<file path="src/rtl/rpa_pkg.sv">
package rpa_pkg;

    typedef struct packed {
        logic [1:0]  op;
        logic [31:0] now_ms;
        logic [12:0] temperature;
    } in_item_t;

    typedef struct packed {
        logic [7:0]  heater_power;
        logic [2:0]  status;
        logic        cycle_report;
        logic [7:0]  bias_out;
        logic [7:0]  swing_out;
        logic [12:0] peak_high;
        logic [12:0] peak_low;
        logic [20:0] high_time_ms;
        logic [20:0] low_time_ms;
        logic [6:0]  cycle_count;
    } out_item_t;

    localparam logic [1:0] OP_START  = 2'd0;
    localparam logic [1:0] OP_SAMPLE = 2'd1;
    localparam logic [1:0] OP_TICK   = 2'd2;
    localparam logic [1:0] OP_NOP    = 2'd3;

    localparam logic [2:0] ST_IDLE     = 3'd0;
    localparam logic [2:0] ST_RUNNING  = 3'd1;
    localparam logic [2:0] ST_FINISHED = 3'd2;
    localparam logic [2:0] ST_TOO_HOT  = 3'd3;
    localparam logic [2:0] ST_TIMEOUT  = 3'd4;

    localparam logic [1:0] REG_TARGET = 2'd0;
    localparam logic [1:0] REG_CYCLES = 2'd1;
    localparam logic [1:0] REG_BED    = 2'd2;

    localparam logic [31:0] PHASE_MIN_MS = 32'd5000;
    localparam logic [8:0]  BIAS_MARGIN  = 9'd20;
    localparam logic [13:0] OVERHEAT_Q4  = 14'd800;
    localparam logic [32:0] TIMEOUT_MS   = 33'd1200000;
    localparam logic [12:0] TEMP_TOP     = 13'd8191;
    localparam logic [31:0] TIME_TOP     = 32'd2097151;
    localparam logic [6:0]  CYCLE_TOP    = 7'd127;

    typedef enum logic [1:0] {
        C_IDLE,
        C_STEP,
        C_DIV,
        C_OUT
    } ctrl_state_t;

    typedef struct packed {
        logic load;
        logic div_start;
        logic finish;
    } cmd_t;

    typedef struct packed {
        logic need_div;
        logic div_done;
    } stat_t;

endpackage

</file>
<file path="src/rtl/relay_pid_autotune.sv">
// Relay-feedback heater autotune.
// Input channel s_*: one transaction per start, sample, tick or nop item (s_item).
// Result channel m_*: exactly one result transaction per input transaction.
// Configuration channel cfg_*: index 0 target, 1 cycle limit, 2 bed select;
//   write only while the block is idle.
// Sequencing: an item is latched, stepped in C_STEP and presented in C_OUT; a sample
//   that closes a cooling phase other than the first also runs the 29-step
//   shift-subtract divider (C_DIV) before C_OUT. One item is in flight at a time: no
//   new item is taken until the result of the last one has been taken.
// The result is held in an output register; while the receiver stalls the
//   result stays valid and unchanged and no new item is taken.
// Reset (aresetn low, synchronous) returns the tuner to idle with the
//   power-on register values; no clearing pass is needed.
module relay_pid_autotune #(
    parameter int HOTEND_POWER_MAX = 255,
    parameter int BED_POWER_MAX = 255
) (
    input  logic               aclk,
    input  logic               aresetn,
    input  logic               s_valid,
    output logic               s_ready,
    input  rpa_pkg::in_item_t  s_item,
    output logic               m_valid,
    input  logic               m_ready,
    output rpa_pkg::out_item_t m_item,
    input  logic               cfg_valid,
    output logic               cfg_ready,
    input  logic [1:0]         cfg_index,
    input  logic [12:0]        cfg_data
);
    rpa_pkg::cmd_t  cmd;
    rpa_pkg::stat_t stat;

    assign cfg_ready = 1'b1;

    rpa_ctrl u_ctrl (
        .aclk(aclk), .aresetn(aresetn),
        .in_fire(s_valid && s_ready), .out_fire(m_valid && m_ready),
        .stat(stat), .cmd(cmd), .in_ready(s_ready), .out_valid(m_valid)
    );

    rpa_datapath #(
        .HOTEND_POWER_MAX(HOTEND_POWER_MAX), .BED_POWER_MAX(BED_POWER_MAX)
    ) u_dp (
        .aclk(aclk), .aresetn(aresetn), .in_item(s_item), .cmd(cmd),
        .cfg_we(cfg_valid && cfg_ready), .cfg_idx(cfg_index), .cfg_data(cfg_data),
        .stat(stat), .out_item(m_item)
    );
endmodule

</file>
<file path="src/rtl/rpa_ctrl.sv">
module rpa_ctrl (
    input  logic              aclk,
    input  logic              aresetn,
    input  logic              in_fire,
    input  logic              out_fire,
    input  rpa_pkg::stat_t    stat,
    output rpa_pkg::cmd_t     cmd,
    output logic              in_ready,
    output logic              out_valid
);
    rpa_pkg::ctrl_state_t state_reg, state_next;

    always_ff @(posedge aclk) begin
        if (!aresetn) begin
            state_reg <= rpa_pkg::C_IDLE;
        end else begin
            state_reg <= state_next;
        end
    end

    always_comb begin
        state_next = state_reg;
        unique case (state_reg)
            rpa_pkg::C_IDLE: if (in_fire) state_next = rpa_pkg::C_STEP;
            rpa_pkg::C_STEP: state_next = stat.need_div ? rpa_pkg::C_DIV : rpa_pkg::C_OUT;
            rpa_pkg::C_DIV:  if (stat.div_done) state_next = rpa_pkg::C_OUT;
            rpa_pkg::C_OUT:  if (out_fire) state_next = rpa_pkg::C_IDLE;
            default:         state_next = rpa_pkg::C_IDLE;
        endcase
    end

    always_comb begin
        cmd = '0;
        in_ready = 1'b0;
        out_valid = 1'b0;
        unique case (state_reg)
            rpa_pkg::C_IDLE: begin
                in_ready = 1'b1;
                cmd.load = in_fire;
            end
            rpa_pkg::C_STEP: cmd.div_start = stat.need_div;
            rpa_pkg::C_DIV:  cmd.finish = stat.div_done;
            rpa_pkg::C_OUT:  out_valid = 1'b1;
            default: ;
        endcase
    end
endmodule

</file>
<file path="src/rtl/rpa_datapath.sv">
module rpa_datapath #(
    parameter int HOTEND_POWER_MAX = 255,
    parameter int BED_POWER_MAX = 255
) (
    input  logic               aclk,
    input  logic               aresetn,
    input  rpa_pkg::in_item_t  in_item,
    input  rpa_pkg::cmd_t      cmd,
    input  logic               cfg_we,
    input  logic [1:0]         cfg_idx,
    input  logic [12:0]        cfg_data,
    output rpa_pkg::stat_t     stat,
    output rpa_pkg::out_item_t out_item
);
    localparam logic [8:0] HMAX = 9'(HOTEND_POWER_MAX);
    localparam logic [8:0] BMAX = 9'(BED_POWER_MAX);

    logic [12:0] target_reg;
    logic [6:0]  limit_reg;
    logic        bed_reg;
    logic        running_reg, heating_reg, report_reg;
    logic [6:0]  cycles_reg;
    logic [31:0] cool_reg, heat_reg;
    logic [20:0] high_reg, low_reg;
    logic [7:0]  bias_reg, swing_reg, drive_reg;
    logic [12:0] max_reg, min_reg, last_reg;
    logic [2:0]  status_reg;
    rpa_pkg::in_item_t item_reg;

    logic [8:0] pm;
    assign pm = bed_reg ? BMAX : HMAX;

    // combinational step on the latched item, adaptation excluded
    logic        n_heating, n_adapt;
    logic [6:0]  n_cycles;
    logic [31:0] n_cool, n_heat, d_heat;
    logic [20:0] n_high, n_low;
    logic [12:0] n_max, n_min, n_last;
    logic [7:0]  n_drive;

    always_comb begin
        n_heating = heating_reg;
        n_adapt = 1'b0;
        n_cycles = cycles_reg;
        n_cool = cool_reg;
        n_heat = heat_reg;
        n_high = high_reg;
        n_low = low_reg;
        n_max = max_reg;
        n_min = min_reg;
        n_last = last_reg;
        n_drive = drive_reg;
        d_heat = item_reg.now_ms - heat_reg;
        if (item_reg.op == rpa_pkg::OP_SAMPLE) begin
            n_last = item_reg.temperature;
            if (item_reg.temperature > max_reg) n_max = item_reg.temperature;
            if (item_reg.temperature < min_reg) n_min = item_reg.temperature;
            if (heating_reg && item_reg.temperature > target_reg
                    && d_heat > rpa_pkg::PHASE_MIN_MS) begin
                n_heating = 1'b0;
                n_drive = (bias_reg > swing_reg) ? 8'((bias_reg - swing_reg) >> 1) : 8'd0;
                n_cool = item_reg.now_ms;
                n_high = (d_heat > rpa_pkg::TIME_TOP) ? 21'(rpa_pkg::TIME_TOP) : d_heat[20:0];
                n_max = target_reg;
            end
            if (!n_heating && item_reg.temperature < target_reg
                    && (item_reg.now_ms - n_cool) > rpa_pkg::PHASE_MIN_MS) begin
                n_heating = 1'b1;
                n_heat = item_reg.now_ms;
                n_low = ((item_reg.now_ms - n_cool) > rpa_pkg::TIME_TOP)
                      ? 21'(rpa_pkg::TIME_TOP) : 21'(item_reg.now_ms - n_cool);
                n_adapt = (cycles_reg != 7'd0);
                n_drive = 8'((9'(bias_reg) + 9'(swing_reg)) >> 1);
                if (cycles_reg < rpa_pkg::CYCLE_TOP) n_cycles = cycles_reg + 7'd1;
                n_min = target_reg;
            end
        end
    end

    // restoring divider on magnitudes
    logic [28:0] num_reg;
    logic [21:0] den_reg, rem_reg;
    logic [28:0] quo_reg;
    logic        neg_reg, div_busy_reg;
    logic [4:0]  div_cnt_reg;
    logic [22:0] trial;
    assign trial = {rem_reg, num_reg[28]} - {1'b0, den_reg};

    logic [21:0] diff_mag;
    logic        diff_neg;
    assign diff_neg = n_low > n_high;
    assign diff_mag = diff_neg ? 22'(n_low - n_high) : 22'(n_high - n_low);

    assign stat.need_div = running_reg && item_reg.op != rpa_pkg::OP_START
                        && item_reg.op != rpa_pkg::OP_NOP && n_adapt;
    assign stat.div_done = div_busy_reg && div_cnt_reg == 5'd0;

    // adapted bias from the quotient (|q| < 512 used directly, larger saturates)
    logic signed [10:0] b_new;
    logic [8:0] b_cl;
    always_comb begin
        b_new = neg_reg ? 11'(signed'({3'b0, bias_reg}) - signed'({2'b0, quo_reg[8:0]}))
                        : 11'(signed'({3'b0, bias_reg}) + signed'({2'b0, quo_reg[8:0]}));
        if (quo_reg[28:9] != '0) b_new = neg_reg ? -11'sd512 : 11'sd511;
        if (b_new > signed'({2'b0, pm - rpa_pkg::BIAS_MARGIN}))
            b_new = signed'({2'b0, pm - rpa_pkg::BIAS_MARGIN});
        if (b_new < signed'({2'b0, rpa_pkg::BIAS_MARGIN}))
            b_new = signed'({2'b0, rpa_pkg::BIAS_MARGIN});
        b_cl = b_new[8:0];
    end
    logic [7:0] s_new;
    assign s_new = (b_cl > {1'b0, pm[8:1]}) ? 8'(pm - 9'd1 - b_cl) : b_cl[7:0];

    logic [31:0] e_cool, e_heat;
    logic [32:0] elapsed;
    logic [2:0]  end_code;
    always_comb begin
        e_cool = item_reg.now_ms - n_cool;
        e_heat = item_reg.now_ms - n_heat;
        elapsed = {1'b0, e_cool} + {1'b0, e_heat};
        end_code = rpa_pkg::ST_RUNNING;
        if (14'(n_last) > 14'(target_reg) + rpa_pkg::OVERHEAT_Q4) end_code = rpa_pkg::ST_TOO_HOT;
        else if (elapsed > rpa_pkg::TIMEOUT_MS) end_code = rpa_pkg::ST_TIMEOUT;
        else if (n_cycles > limit_reg || n_cycles >= rpa_pkg::CYCLE_TOP)
            end_code = rpa_pkg::ST_FINISHED;
    end

    logic step_cyc_reg;
    always_ff @(posedge aclk) begin
        if (!aresetn) begin
            target_reg <= 13'd2400; limit_reg <= 7'd5; bed_reg <= 1'b0;
            running_reg <= 1'b0; heating_reg <= 1'b1; cycles_reg <= '0;
            cool_reg <= '0; heat_reg <= '0; high_reg <= '0; low_reg <= '0;
            bias_reg <= '0; swing_reg <= '0; max_reg <= '0; min_reg <= rpa_pkg::TEMP_TOP;
            last_reg <= '0; drive_reg <= '0; status_reg <= rpa_pkg::ST_IDLE;
            report_reg <= 1'b0; div_busy_reg <= 1'b0; step_cyc_reg <= 1'b0;
            div_cnt_reg <= '0;
        end else begin
            step_cyc_reg <= cmd.load;
            if (cfg_we) begin
                unique case (cfg_idx)
                    rpa_pkg::REG_TARGET: target_reg <= cfg_data;
                    rpa_pkg::REG_CYCLES: limit_reg <= cfg_data[6:0];
                    rpa_pkg::REG_BED:    bed_reg <= cfg_data[0];
                    default: ;
                endcase
            end
            if (cmd.load) begin
                item_reg <= in_item;
                report_reg <= 1'b0;
            end
            if (step_cyc_reg) begin
                if (item_reg.op == rpa_pkg::OP_START) begin
                    running_reg <= 1'b1; heating_reg <= 1'b1; status_reg <= rpa_pkg::ST_RUNNING;
                    cycles_reg <= '0; cool_reg <= item_reg.now_ms; heat_reg <= item_reg.now_ms;
                    high_reg <= '0; low_reg <= '0; max_reg <= '0;
                    min_reg <= rpa_pkg::TEMP_TOP; last_reg <= '0;
                    bias_reg <= pm[8:1]; swing_reg <= pm[8:1]; drive_reg <= pm[8:1];
                end else if (running_reg && item_reg.op != rpa_pkg::OP_NOP) begin
                    heating_reg <= n_heating; cycles_reg <= n_cycles;
                    cool_reg <= n_cool; heat_reg <= n_heat;
                    high_reg <= n_high; low_reg <= n_low;
                    max_reg <= n_max; min_reg <= n_min; last_reg <= n_last;
                    drive_reg <= n_drive; status_reg <= end_code;
                    running_reg <= (end_code == rpa_pkg::ST_RUNNING);
                end
            end
            if (cmd.div_start) begin
                num_reg <= 29'(diff_mag) * 29'(swing_reg);
                den_reg <= 22'(n_high) + 22'(n_low);
                neg_reg <= diff_neg;
                rem_reg <= '0;
                quo_reg <= '0;
                div_cnt_reg <= 5'd29;
                div_busy_reg <= 1'b1;
            end else if (div_busy_reg && div_cnt_reg != 5'd0) begin
                num_reg <= {num_reg[27:0], 1'b0};
                if (!trial[22]) begin
                    rem_reg <= trial[21:0];
                    quo_reg <= {quo_reg[27:0], 1'b1};
                end else begin
                    rem_reg <= {rem_reg[20:0], num_reg[28]};
                    quo_reg <= {quo_reg[27:0], 1'b0};
                end
                div_cnt_reg <= div_cnt_reg - 5'd1;
            end
            if (cmd.finish) begin
                div_busy_reg <= 1'b0;
                report_reg <= 1'b1;
                if (den_reg == '0) begin
                    quo_reg <= '0;
                end
                bias_reg <= (den_reg == '0) ? bias_reg : b_cl[7:0];
                swing_reg <= s_new;
                drive_reg <= 8'((9'(b_cl[7:0]) + 9'(s_new)) >> 1);
            end
        end
    end

    assign out_item.heater_power = drive_reg;
    assign out_item.status = status_reg;
    assign out_item.cycle_report = report_reg;
    assign out_item.bias_out = bias_reg;
    assign out_item.swing_out = swing_reg;
    assign out_item.peak_high = max_reg;
    assign out_item.peak_low = min_reg;
    assign out_item.high_time_ms = high_reg;
    assign out_item.low_time_ms = low_reg;
    assign out_item.cycle_count = cycles_reg;
endmodule

</file>
<file path="config.mk">
export PLATFORM = sky130hd
export DESIGN_NAME = relay_pid_autotune
export DESIGN_NICKNAME = d
export VERILOG_FILES = /design/src/rtl/rpa_pkg.sv /design/src/rtl/relay_pid_autotune.sv /design/src/rtl/rpa_ctrl.sv /design/src/rtl/rpa_datapath.sv
export SDC_FILE = /design/constraint.sdc
export NUM_CORES = 2
export LEC_CHECK = 0
export BUFFER_PORTS_ARGS = -buffer_cell sky130_fd_sc_hd__buf_2
export CAP_MARGIN = 25
export CORE_MARGIN = 2
export CORE_UTILIZATION = 40
export DETAILED_ROUTE_END_ITERATION = 8
export GPL_ROUTABILITY_DRIVEN = 0
export SYNTH_ARGS = -nofsm -noshare
export SYNTH_HDL_FRONTEND = slang
export SYNTH_SLANG_ARGS = --single-unit
</file>
<file path="constraint.sdc">
create_clock -name aclk -period 32.9 [get_ports aclk]
set_input_delay 1.645 -clock aclk [delete_from_list [all_inputs] [get_ports aclk]]
set_output_delay 1.645 -clock aclk [all_outputs]
set_load 0.01 [all_outputs]
</file>
==> impl_metrics.tcl <==
set metrics [dict create \
    via_per_inst 5.73 \
    post_dp_cell_area_um2 38900 \
    start_kind "flip-flop" \
    final_max_slew_viol_count 0 \
    path_clk_slew_ns 0.06 \
    grt_pass1_vias 32300 \
    r2r_start "u_dp.item_reg[14]" \
    drc 0 \
    track_usage_pct 24.1 \
    largest_reg_flops 47 \
    grt_overflow_total 0 \
    pre_cts_ws_ns 14.37 \
    hp-class "reg -> reg" \
    grt_antenna_before_repair 5 \
    h-tree-depth 2 \
    synth_cell_type_count 99 \
    postLayoutCellArea_um2 40600 \
    synth-main-ff-cell "dfxtp_1" \
    synthesis.area_um2 36900 \
    irDropWorstVdd_mv 0.0575 \
    power_mw 1.92 \
    cts_resized 0 \
    async_reset_ff_share_pct 0 \
    r2r_end "u_dp.num_reg[27]" \
    clock-sinks 361 \
    ys_seq_area_share_pct 23.7 \
    relSlewSlack_pct 28.4 \
    finalSetupTns_ns 0 \
    drive_gt1_share_pct 8.14 \
    die_w_um 308 \
    cts_root_buf "clkbuf_16" \
    die_area_um2 94700 \
    hpwl_um 89300 \
    crit_slowest_cell "ha_1" \
    worstPathArrival_ns 19.03 \
    holdWs_ns 0.448 \
    ios 173 \
    syn-instance-count 4616 \
    core_um2 91500 \
    postCtsHoldBufs 0 \
    cts_max_path_buffers 3 \
    worstPathMaxFanout 45 \
    drtIter0Drc 2777 \
    fin_ws_ns 14.24 \
    area_growth_pct 10.2 \
    rows 111 \
    hold_violations 0 \
    final_common_cell "nand2_1" \
    avgSynthCellArea_um2 7.99 \
    chipHeight_um 308 \
    finalClockSkew_ns 0.0442 \
    min_from "u_dp.last_reg[1]" \
    r2r_slack_ns 14.24 \
    grt_pass1_wl_um 183000 \
    r2r_cells 62 \
    finalSetupViolCount 0 \
    rsz0062_at_grt "false" \
    synth_enable_flop_cells 150 \
    holdPathEnd "u_dp.last_reg[1]" \
    netlist.area_leader.share_pct 13.4 \
    finalNonFillerCells 5914 \
    yosysTopAreaCell "ha_1" \
    critPathBufInv 6 \
    slowest_delay_ns 0.80 \
    cp.required_ns 33.27 \
    dp.cells 5822 \
    synth-seq-cells 361 \
    drt-pass1-iter-count 6 \
    worst_skew_pair.late_latency_ns 0.65 \
    cts_tree "done" \
    maxCapViolCount 0 \
    layout_common_cells "nand2_1 (512), a21oi_1 (461), inv_1 (416), ha_1 (395), nor2_1 (376)" \
    cts_buffers 48 \
    via_count 33900 \
    worst_pin_slew_ns 1.07 \
    fmax_mhz 53.6 \
    routed_wl_um 116000 \
    initial_utilization_pct 40.3 \
    crit_family "compound AO/OA/AOI/OAI gates" \
    min_period_over_period_pct 56.7 \
    final_util_pct 44.4 \
    grt_max_degree 91 \
    synth_fp_nets 5211 \
    min_period_ns 18.66 \
    yosys-top-cells-area "ha_1 (13%), edfxtp_1 (12%), dfxtp_1 (11%)" \
    power_leakage_nw 17.4 \
    cts_setup_buffers 0 \
    portBuffers 171 \
    status "completed" \
    worstSetupEndpointType "flip-flop" \
    power_density_nw_per_um2 47.3 \
    final_antenna_net_count 0 \
    crit_type "reg -> reg" \
    nNetsFinal 5282 \
    yosys_warnings 0 \
    wl_per_cell_um 19.7 \
    holdPathStages 2 \
]
## tightest hold or removal path, cell delays in order (launching register included)
cell,delay (ns)
dfxtp_1,0.31
nand2_1,0.05
a21oi_1,0.05
## final cells by class
type / count / area, µm²
antenna: 1 / 2.50
clock buffer: 62 / 1430
clock inverter: 28 / 284
fill: 9092 / 50900
inverter: 421 / 1590
multi-input combinational: 3645 / 26000
sequential: 361 / 8730
tap: 1186 / 1480
timing repair buffer: 210 / 1180
## worst max path at each step
stage / startpoint / end / slack, ns / cells after the start
final: u_dp.item_reg[14] / u_dp.num_reg[27] / 14.24 / 62
after global routing: u_dp.item_reg[13] / u_dp.num_reg[27] / 12.87 / 63
after floorplan: u_dp.item_reg[13] / u_dp.num_reg[27] / 17.34 / 70
after detailed placement: u_dp.item_reg[13] / u_dp.num_reg[27] / 14.37 / 66
after CTS: u_dp.item_reg[13] / u_dp.num_reg[27] / 14.30 / 62
after global placement: u_dp.item_reg[13] / u_dp.num_reg[27] / 14.82 / 62
## cell families (layout without fill, tap and decap cells)
family                   after synthesis  after routing  synth area share (%)
AO/OA/AOI/OAI                       1280           1280                  22.0
XOR/XNOR                             189            189                  4.49
adder cells (fa/ha/maj)              528            528                  20.6
buffers and inverters                610            721                  6.25
flip-flops                           361            361                  23.7
multiplexers                         118            118                  3.29
other                                  2              3                0.0204
AND/OR/NAND/NOR                     1528           1528                  19.7
## synthesized netlist by cell type (43+ instances only)
master      n
ha_1      395
nand3_1   101
a22oi_1    50
a21oi_1   464
a21o_1     87
clkbuf_1  173
fa_1      133
nand2_1   514
inv_1     416
o211ai_1   45
nor2_1    379
mux2i_1    93
edfxtp_1  150
o21bai_1   56
nor3_1     95
and2_1    115
dfxtp_1   211
nand2b_1   43
xnor2_1   133
and3_1     53
o21a_1     55
xor2_1     56
o21ai_0   224
## power breakdown
part / total, mW / switching, mW / internal [mW]
combinational: 0.841 / 0.523 / 0.318
sequential: 0.513 / 0.0285 / 0.484
clock: 0.568 / 0.235 / 0.333
total: 1.92 / 0.787 / 1.14
## per-layer routing
layer,vias up,wire [µm],track usage [%]
li1,16400,-,-
met1,16300,53200,33.3
met2,983,51900,38.5
met3,183,6910,2.83
met4,0,4310,8.83
met5,-,0,0
Power figures use the tool's default switching activity.
